$ cat src/sv/nnt_pkg.sv
`default_nettype none
// ----------------------------------------------------------------------------
// nnt_pkg: shared types and constants of the nearest-neighbour tour block
// Word formats, request codes, controller states and the control bundles
// that pass between the controller and the datapath.
// ----------------------------------------------------------------------------
package nnt_pkg;

	localparam int MAX_VERTICES_DEF = 32;
	localparam int DIST_WIDTH_DEF   = 32;
	// most vertices one tour may cover (results per tour less one)
	localparam int TOUR_CAP         = 32;
	localparam logic [5:0] NUM_VERTICES_RST = 6'd32;

	localparam logic REQ_LOAD  = 1'b0;
	localparam logic REQ_START = 1'b1;

	typedef struct packed {
		logic        req_type;
		logic [4:0]  row_index;
		logic [4:0]  col_index;
		logic [31:0] distance;
		logic [5:0]  start_vertex;
	} req_word_t;

	typedef struct packed {
		logic [5:0] tour_vertex;
		logic       last;
	} tour_word_t;

	typedef enum logic [2:0] {
		ST_IDLE,
		ST_FIRST,
		ST_READ,
		ST_DRAIN,
		ST_PUT,
		ST_CLOSE
	} state_t;

	typedef struct packed {
		logic load_we;
		logic start;
		logic emit_start;
		logic emit_pick;
		logic emit_close;
		logic scan_init;
		logic scan_read;
	} cmd_t;

	typedef struct packed {
		logic start_ok;
		logic scan_done;
		logic tour_done;
		logic single;
		logic slot_free;
	} status_t;

endpackage
`default_nettype wire

$ cat src/sv/nnt_ctrl.sv
`default_nettype none
// ----------------------------------------------------------------------------
// nnt_ctrl: tour sequencer
// Accepts request words, steps through the emit and row-scan phases of a
// tour and drives the datapath by commands.
// ----------------------------------------------------------------------------
module nnt_ctrl
	import nnt_pkg::*;
(
	input  wire logic    clk,
	input  wire logic    arst_n,
	input  wire logic    req_valid,
	output logic         req_ready,
	input  wire logic    req_type,
	input  wire status_t status,
	output cmd_t         cmd
);

	state_t state_q, state_d;
	logic   accept;

	always_ff @(posedge clk or negedge arst_n) begin
		if (!arst_n) begin
			state_q <= ST_IDLE;
		end else begin
			state_q <= state_d;
		end
	end

	always_comb begin
		state_d   = state_q;
		cmd       = '0;
		req_ready = 1'b0;
		accept    = 1'b0;
		case (state_q)
			ST_IDLE: begin
				req_ready = 1'b1;
				accept    = req_valid;
				if (accept && req_type == REQ_LOAD) begin
					cmd.load_we = 1'b1;
				end
				if (accept && req_type == REQ_START && status.start_ok) begin
					cmd.start = 1'b1;
					state_d   = ST_FIRST;
				end
			end
			ST_FIRST: begin
				if (status.slot_free) begin
					cmd.emit_start = 1'b1;
					cmd.scan_init  = 1'b1;
					state_d        = status.single ? ST_CLOSE : ST_READ;
				end
			end
			ST_READ: begin
				cmd.scan_read = 1'b1;
				if (status.scan_done) begin
					state_d = ST_DRAIN;
				end
			end
			ST_DRAIN: begin
				// last entry of the row is compared here
				state_d = ST_PUT;
			end
			ST_PUT: begin
				if (status.slot_free) begin
					cmd.emit_pick = 1'b1;
					cmd.scan_init = 1'b1;
					state_d       = status.tour_done ? ST_CLOSE : ST_READ;
				end
			end
			ST_CLOSE: begin
				if (status.slot_free) begin
					cmd.emit_close = 1'b1;
					state_d        = ST_IDLE;
				end
			end
			default: begin
				state_d = ST_IDLE;
			end
		endcase
	end

endmodule
`default_nettype wire

$ cat config.mk
export PLATFORM = sky130hd
export DESIGN_NAME = nnt_ctrl
export DESIGN_NICKNAME = d
export VERILOG_FILES = /design/src/sv/nnt_pkg.sv /design/src/sv/nnt_ctrl.sv
export SDC_FILE = /design/constraint.sdc
export NUM_CORES = 1
export LEC_CHECK = 0
export BUFFER_PORTS_ARGS = -buffer_cell sky130_fd_sc_hd__buf_2
export CAP_MARGIN = 20
export CORE_AREA = 2 2 39 41
export DETAILED_ROUTE_END_ITERATION = 10
export DIE_AREA = 0 0 41 43
export GPL_TIMING_DRIVEN = 0
export PLACE_DENSITY_LB_ADDON = 0.15
export SLEW_MARGIN = 0
export SYNTH_ARGS = -nofsm -noshare
export SYNTH_HDL_FRONTEND = slang
export SYNTH_SLANG_ARGS = --single-unit
export TNS_END_PERCENT = 100
$ cat constraint.sdc
create_clock -name clk -period 3.8 [get_ports clk]
set_input_delay 0.76 -clock clk [delete_from_list [all_inputs] [get_ports clk]]
set_output_delay 0.76 -clock clk [all_outputs]
set_load 0.01 [all_outputs]
# Yosys cells after proc, flatten, opt, wreduce, memory -nomap -nowiden
# Cells that the tools add are included.
# word_totals
word_cells	36
input_bits	9
register_bits	3
# classes
muxes	18
n_reduce_logical	6
n_eq_ne	10
bitwise_logic	1
# ops
operator	n
two-way mux 3 bit	7
case mux 3 bit (6 select lines)	1
inequality test 2 bit, second input constant	5
two-way mux 1 bit	9
equality test 3 x 2 -> 1 bit, second input constant	2
equality test 3 bit, second input constant	2
AND reduction 5 bit	1
equality test 3 x 1 -> 1 bit, second input constant	1
logical AND 1 bit	3
zero test 3 bit	1
two-way mux 2 bit	1
OR reduction 2 bit	1
NOT 1 bit	1

# Longest topological paths before layout
# Gate-level depths: netlist (run 1).
# logic_depth
word_depth	4
depth_mapped	6
depth_no_buf	5

# Worst setup path before layout (run 1)
# No wires, ideal clock.
# synth_timing
kind	in2out
startpoint	in status[0] in the netlist's numbering
endpoint	out cmd[1] in the netlist's numbering
cell_stages	3
arrival_time_ps	1324
required_ps	3040
path_buffers	0
slack_ps	1716
path_cell_list	nand2_1 nor3_1 or2_2
# synth_rtl
element	line_no	text
start: declaration	nnt_ctrl.sv:15	input wire status_t status,
end: declaration	nnt_ctrl.sv:16	output cmd_t cmd

==> flow_metrics.tcl, run 1 <==
set metrics [dict create \
    syn-instance-count 38 \
    top_register "state_q" \
    wl_per_cell_um 9.28 \
    cts_setup_buffers 0 \
    rsz0062_at_grt "no" \
    synth.distinct_cells 22 \
    clkTransAtPathRegs_ps 40 \
    r2r_cells 5 \
    grt_max_degree 11 \
    wl_met1_um 335 \
    period_share_pct 60.8 \
    clock.fmax_ghz 0.433 \
    critPathCapture "cmd[1]" \
    worst_pin_slew_ps 279 \
    vias 314 \
    slowest_stage "dfrtp_1" \
    antenna_found_initial 0 \
    die_h_um 43 \
    slew_headroom_pct 81.2 \
    core_area_mm2 0.00138 \
    synth_ff_type "dfrtp_1" \
    drc 0 \
    p_int_w 0.000199 \
    routed.top_layer "met3" \
    setup_viol 0 \
    switching_share_pct 41.2 \
    worstPathArrival_ps 1550 \
    final_hold_viol_count 0 \
    ios 17 \
    cp-startpoint "state_q[1]" \
    power_frac_seq_pct 17.2 \
    grt_pass1_wl_um 1020 \
    placementRows 14 \
    post-place-ws_ps 1600 \
    via_per_inst 4.24 \
    fp.dieW_um 41 \
    cts_inserted_buffers 3 \
    leakage_nw 0.229 \
    post_cts_resized 0 \
    wl_met3_um 52 \
    postSynthNetCount 47 \
    fin_nets 68 \
    grt_overflow 0 \
    ys_top_cells_by_count "nor2_1, nor3_1, dfrtp_1" \
    hp-class "in -> async" \
    synth_area_um2 292 \
    cts.sinks 3 \
    h-tree-depth 1 \
    max_stage_delay_ps 330 \
    fin_skew_ps 0.694 \
    first_pass_iters 2 \
    synth_area_leaders "dfrtp_1, nor3_1, nor2_1" \
    cp_data_required_time_ps 3040 \
    start_kind "flip-flop" \
    dp_hpwl_um 537 \
    start_util_pct 21.1 \
    synth_edf_count 0 \
    cts_hold_buf 0 \
    worst_path_most_repeated_cell "buf_2" \
    finalPower_w 0.000338 \
    yosysTopAreaCell "dfrtp_1" \
    instances_no_fill 74 \
    peakVddDrop_mv 0.285 \
    crit_path_end_kind "primary output" \
    dp_cells 70 \
    synth-seq-cells 3 \
    power_frac_clock_pct 16.4 \
    wl_um 687 \
    syn_avg_cell_area_um2 7.67 \
    place_congestion 0.642 \
    worstPathCellList "buf_2, or2b_1, nor2_1, and2_1, or2_2, buf_2" \
    outcome "complete, no violations" \
    r2r_setup_slack_ps 2250 \
    cts_tree "built" \
    tns_ps 0 \
    clk_path_buf_depth 2 \
    io_buffers 16 \
    power_frac_comb_pct 66.3 \
    worstSkewPairLatency_ps 230 \
    grt_pass1_vias 249 \
    reg2reg_from "state_q[2]" \
    p_sw_w 0.000139 \
    largest_register_ffs 3 \
    synth_top_area_share_pct 25.8 \
    synthArstFlopShare_pct 100 \
    drv_cap 0 \
    ant_nets 0 \
    clock-root-buffer "clkbuf_4" \
    yosysMostFrequentCell "nor2_1" \
    setup_slack_ps 1490 \
    grt_use_total_pct 8.56 \
    wl_met2_um 299 \
    dieArea_mm2 0.00176 \
    period_needed_ps 2310 \
    drt_iter0_markers 4 \
    ys_seq_area_share_pct 25.8 \
    path_class "reg -> out" \
    power_density_mw_per_mm2 810 \
    cp_max_fo 10 \
    area_delta_synth_final_pct 43.3 \
    drive_gt1_share_pct 50.0 \
    largestRegisters "state_q x3" \
    ys_warn_count 0 \
    reg2reg_to "state_q[2]" \
    insertedDiodeCount 0 \
    slew_violations 0 \
]
==> power by group through the flow <==
stage,Sequential [W],Combinational (W),Clock (W)
6_report,0.0000582,0.000224,0.0000556
3_3_place_gp,0.0000591,0.000230,0
5_1_grt,0.0000594,0.000248,0.0000619
4_1_cts,0.0000580,0.000227,0.0000594
3_5_place_dp,0.0000585,0.000226,0
2_1_floorplan,0.0000556,0.000173,0
==> final cells by class <==
cell class | count | area, um^2
plain buffers | 2 | 10.0
clock buffers | 4 | 26.3
fillers | 159 | 966
inverters | 3 | 11.3
multi-input cells | 30 | 195
flip-flops and latches | 3 | 75.1
well taps | 16 | 20.0
repair buffers | 16 | 80.1
==> per-layer routing <==
layer | up-vias | track usage [%]
met3 | 0 | 1.57
met5 | - | 0
li1 | 172 | -
met4 | 0 | 6.00
met2 | 9 | 10.3
met1 | 133 | 13.0
==> cell families after synthesis <==
| family | after synthesis | share of synthesized area [%] |
|---|---|---|
| AND/OR/NAND/NOR | 22 | 42.5 |
| AO/OA/AOI/OAI | 7 | 19.3 |
| buffers and inverters | 5 | 7.30 |
| flip-flops | 3 | 25.8 |
| multiplexers | 1 | 5.15 |
==> through the flow <==
| step | area, um^2 | utilization, % | hold slack [ps] |
|---|---|---|---|
| 2_1_floorplan | 292 | - | 464 |
| 3_3_place_gp | 392 | 28.3 | 559 |
| 3_5_place_dp | 392 | 28.3 | 559 |
| 4_1_cts | 418 | 30.2 | 307 |
| 5_1_grt | 418 | 30.2 | 305 |
| 6_report | 418 | 30.2 | 316 |
==> worst max-delay path: cells and delay by family (launching register included) <==
kind	cells	cell delay [ps]
buf+inv	2	340
simple gates	4	660
flops	1	330
==> cells in the final DEF (no fill, tap or decap), drive strengths merged <==
master	count
dfrtp	3
a21o	1
a211oi	1
or2b	1
nor3	5
nand2b	1
nor2	6
o21ai	1
nor3b	2
buf	18
or2	1
inv	3
o32a	1
mux2	1
nand3	1
a21oi	2
clkbuf	4
o22a	1
nand2	1
or3	1
and2	3
==> how the worst min path moves through the flow <==
| stage | to |
|---|---|
| 3_3_place_gp | state_q[1] |
| 3_5_place_dp | state_q[1] |
| 2_1_floorplan | state_q[0] |
| 5_1_grt | state_q[1] |
| 6_report | state_q[1] |
| 4_1_cts | state_q[1] |
Power figures use the tool's default switching activity.
==> run 2, diff against run 1 <==
==> constraint.sdc (replaced) <==
create_clock -name clk -period 2.15 [get_ports clk]
set_input_delay 0.43 -clock clk [delete_from_list [all_inputs] [get_ports clk]]
set_output_delay 0.43 -clock clk [all_outputs]
set_load 0.01 [all_outputs]
==> flow_metrics.tcl, run 2 (synthesis results as in run 1) <==
set metrics [dict create \
    h-tree-depth 1 \
    grt_max_degree 11 \
    wl_um 690 \
    ios 17 \
    first_pass_iters 2 \
    crit_path_end_kind "primary output" \
    final_util_pct 30.9 \
    outcome "complete, no violations" \
    io_buffers 16 \
    worstSkewPairLatency_ps 230 \
    ant_nets 0 \
    via_per_inst 4.25 \
    setup_viol 0 \
    grt_pass1_vias 249 \
    grt_use_total_pct 8.56 \
    setup_slack_ps 172 \
    tns_ps 0 \
    path_class "reg -> out" \
    slew_headroom_pct 81.2 \
    grt_overflow 0 \
    wl_per_cell_um 9.20 \
    start_util_pct 21.1 \
    dieArea_mm2 0.00176 \
    cts_inserted_buffers 3 \
    clock.fmax_ghz 0.505 \
    drv_cap 0 \
    place_congestion 0.642 \
    final_hold_viol_count 0 \
    fin_skew_ps 0.902 \
    period_share_pct 92.0 \
    largestRegisters "state_q x3" \
    die_h_um 43 \
    grt_pass1_wl_um 1020 \
    peakVddDrop_mv 0.503 \
    period_needed_ps 1980 \
    design_area_um2 428 \
    clock-root-buffer "clkbuf_4" \
    insertedDiodeCount 0 \
    cp_max_fo 10 \
    place_area_um2 392 \
    slew_violations 0 \
    start_kind "flip-flop" \
    drt_iter0_markers 4 \
    drive_gt1_share_pct 49.2 \
    placementRows 14 \
    core_area_mm2 0.00138 \
    drc 0 \
    hp-class "in -> async" \
    antenna_found_initial 0 \
    area_delta_synth_final_pct 46.8 \
    clkTransAtPathRegs_ps 40 \
    vias 319 \
    top_register "state_q" \
    worst_pin_slew_ps 279 \
    final_common_cell "buf_2" \
    post-place-ws_ps 418 \
    cp_data_required_time_ps 1720 \
    clk_path_buf_depth 2 \
    cts_tree "built" \
    worstPathArrival_ps 1550 \
    fin_nets 69 \
    final_cell_mix "buf_2, nor2_1, nor3_1" \
    fillers 158 \
    power_density_mw_per_mm2 1400 \
    leakage_nw 0.233 \
    cts.sinks 3 \
    dp_hpwl_um 537 \
    fp.dieW_um 41 \
    largest_register_ffs 3 \
    rsz0062_at_grt "no" \
]
==> run 2: cell count changes in the layout (fill, tap and decap cells not counted), sizes merged <==
cell         change
dlygate4sd3      +1
==> run 2: final timing paths <==
check / from / slack, ps / end / cells after the start
worst min-delay path: arst_n / 520 / state_q[1] / 2
worst max-delay path: state_q[1] / 170 / cmd[1] / 6
max in group asynchronous: arst_n / 1520 / state_q[2] / 2
worst max register to register: state_q[2] / 600 / state_q[2] / 5
worst min register to register: state_q[2] / 690 / state_q[2] / 1
min in group clk: status[2] / 530 / state_q[1] / 3
==> run 2: metal layers <==
| layer | up-vias | routed length, um | GRT usage, % |
|---|---|---|---|
| met2 | 9 | 303 | 10.3 |
| met5 | - | 0 | 0 |
| met1 | 136 | 336 | 13.0 |
| met3 | 0 | 50 | 1.57 |
| met4 | 0 | 0 | 6.00 |
| li1 | 174 | - | - |
==> run 2: layout make-up <==
type	instances	area, um^2	share of cell area, %
timing repair buffer	17	90.1	21.1
buffer	2	10.0	2.34
clock buffer	4	26.3	6.14
multi-input combinational	30	195	45.6
tap	16	20.0	4.68
inverter	3	11.3	2.63
sequential	3	75.1	17.5
==> run 2: repair_timing <==
action                    in CTS  in global routing
hold buffers                   1                  0
hold endpoints to repair       3                  0
buffers inserted               0                  0
gates resized for setup        0                  0
==> run 2: per-stage QoR <==
stage / cells / hold slack [ps] / total power, W
2_1_floorplan: 38 / 134 / 0.000405
3_3_place_gp: 70 / 229 / 0.000510
3_5_place_dp: 70 / 229 / 0.000503
4_1_cts: 75 / 508 / 0.000610
5_1_grt: 75 / 516 / 0.000654
6_report: 75 / 521 / 0.000599
==> run 2: worst max-delay path, stage by stage, from the launching register on <==
cell and delay, ps:
dfrtp_1 330, buf_2 200, or2b_1 160, nor2_1 60
and2_1 160, or2_2 280, buf_2 140
==> run 2: where the power goes <==
| part | internal [W] | switching, W |
|---|---|---|
| sequential | 0.0000830 | 0.0000198 |
| clock | 0.0000695 | 0.0000290 |
| combinational | 0.000200 | 0.000198 |
| total | 0.000353 | 0.000247 |
==> run 3, diff against run 2 <==
--- a/config.mk
+++ b/config.mk
@@ -8,6 +8,7 @@
 export BUFFER_PORTS_ARGS = -buffer_cell sky130_fd_sc_hd__buf_2
 export CAP_MARGIN = 20
 export CORE_AREA = 2 2 39 41
+export CTS_BUF_LIST = sky130_fd_sc_hd__clkbuf_8
 export DETAILED_ROUTE_END_ITERATION = 10
 export DIE_AREA = 0 0 41 43
 export GPL_TIMING_DRIVEN = 0
==> flow_metrics.tcl, run 3 (synthesis results as in run 1) <==
set metrics [dict create \
    cp_data_required_time_ps 1720 \
    cts_tree "built" \
    r2r_cells 5 \
    max_stage_delay_ps 330 \
    slew_violations 0 \
    dieArea_mm2 0.00176 \
    wl_per_cell_um 9.36 \
    cts_hold_buf 0 \
    dp_cells 70 \
    place_congestion 0.642 \
    cts.sinks 3 \
    io_buffers 16 \
    grt_overflow 0 \
    drc 0 \
    first_pass_iters 2 \
    grt_pass1_wl_um 1020 \
    fp.dieW_um 41 \
    drive_gt1_share_pct 50.0 \
    final_cell_mix "buf_2, nor2_1, nor3_1" \
    reg2reg_to "state_q[2]" \
    cp_max_fo 10 \
    grt_pass1_vias 245 \
    clk_path_buf_depth 2 \
    hp-class "in -> async" \
    area_delta_synth_final_pct 49.8 \
    instances_no_fill 74 \
    worst_pin_slew_ps 279 \
    post_cts_resized 0 \
    period_share_pct 91.2 \
    clock-root-buffer "clkbuf_8" \
    core_area_mm2 0.00138 \
    r2r_setup_slack_ps 600 \
    largest_register_ffs 3 \
    worstPathCellList "buf_2, or2b_1, nor2_1, and2_1, or2_2, buf_2" \
    clkTransAtPathRegs_ps 30 \
    ant_nets 0 \
    leakage_nw 0.241 \
    via_per_inst 4.22 \
    slowest_stage "dfrtp_1" \
    die_h_um 43 \
    vias 312 \
    worstSkewPairLatency_ps 210 \
    drt_iter0_markers 3 \
    ios 17 \
    antenna_found_initial 0 \
    crit_path_end_kind "primary output" \
    cts_inserted_buffers 3 \
    cts_setup_buffers 0 \
    placementRows 14 \
    dp_hpwl_um 537 \
    final_common_cell "buf_2" \
    path_class "reg -> out" \
    grt_max_degree 11 \
    setup_viol 0 \
    power_density_mw_per_mm2 1510 \
    drv_cap 0 \
    rsz0062_at_grt "no" \
    slew_headroom_pct 81.2 \
    wl_um 693 \
    period_needed_ps 1960 \
    largestRegisters "state_q x3" \
    worst_path_most_repeated_cell "buf_2" \
    start_util_pct 21.1 \
    reg2reg_from "state_q[2]" \
    insertedDiodeCount 0 \
    worstPathArrival_ps 1530 \
    final_hold_viol_count 0 \
    peakVddDrop_mv 0.614 \
    fin_nets 68 \
    start_kind "flip-flop" \
    clock.fmax_ghz 0.510 \
    h-tree-depth 1 \
    top_register "state_q" \
    fin_skew_ps 0.950 \
    outcome "complete, no violations" \
    grt_use_total_pct 8.56 \
    tns_ps 0 \
]
## run 3: routing by layer
metal / track usage, % / up-vias / wire length (um)
met1: 13.0 / 131 / 341
met5: 0 / - / 0
met2: 10.3 / 9 / 299
li1: - / 172 / -
met3: 1.57 / 0 / 52
met4: 6.00 / 0 / 0
## run 3: final cells by class
cell class              count  area [um^2]
well taps                  16         20.0
multi-input cells          30          195
fillers                   158          947
clock inverters             1         3.75
repair buffers             16         80.1
plain buffers               2         10.0
inverters                   3         11.3
clock buffers               3         41.3
flip-flops and latches      3         75.1
## run 3: worst max path at each step
stage          startpoint      to  slack, ps  depth (start not counted)
2_1_floorplan  state_q[1]  cmd[1]        530                          5
3_3_place_gp   state_q[1]  cmd[1]        400                          6
3_5_place_dp   state_q[1]  cmd[1]        420                          6
4_1_cts        state_q[1]  cmd[1]        190                          6
5_1_grt        state_q[1]  cmd[1]        110                          6
6_report       state_q[1]  cmd[1]        190                          6
## run 3: power breakdown
part	internal (W)	switching [W]
Combinational	0.000199	0.000198
Clock	0.000121	0.0000362
Sequential	0.0000831	0.0000199
Total	0.000404	0.000254
## run 3: metrics by stage
stage               instance area [um^2]  util (%)  power, W  worst slack [ps]  hold WS (ps)
floorplan                            292         -  0.000405               531           134
global placement                     392      28.3  0.000510               400           229
detailed placement                   392      28.3  0.000503               418           229
CTS                                  437      31.6  0.000667               187          1.61
global route                         437      31.6  0.000710               115          4.74
finish                               437      31.6  0.000657               189          5.25
## run 3: critical path: cells and delay by family (launching register included)
family        cells  cell delay, ps
buf+inv           2             340
flops             1             330
simple gates      4             660
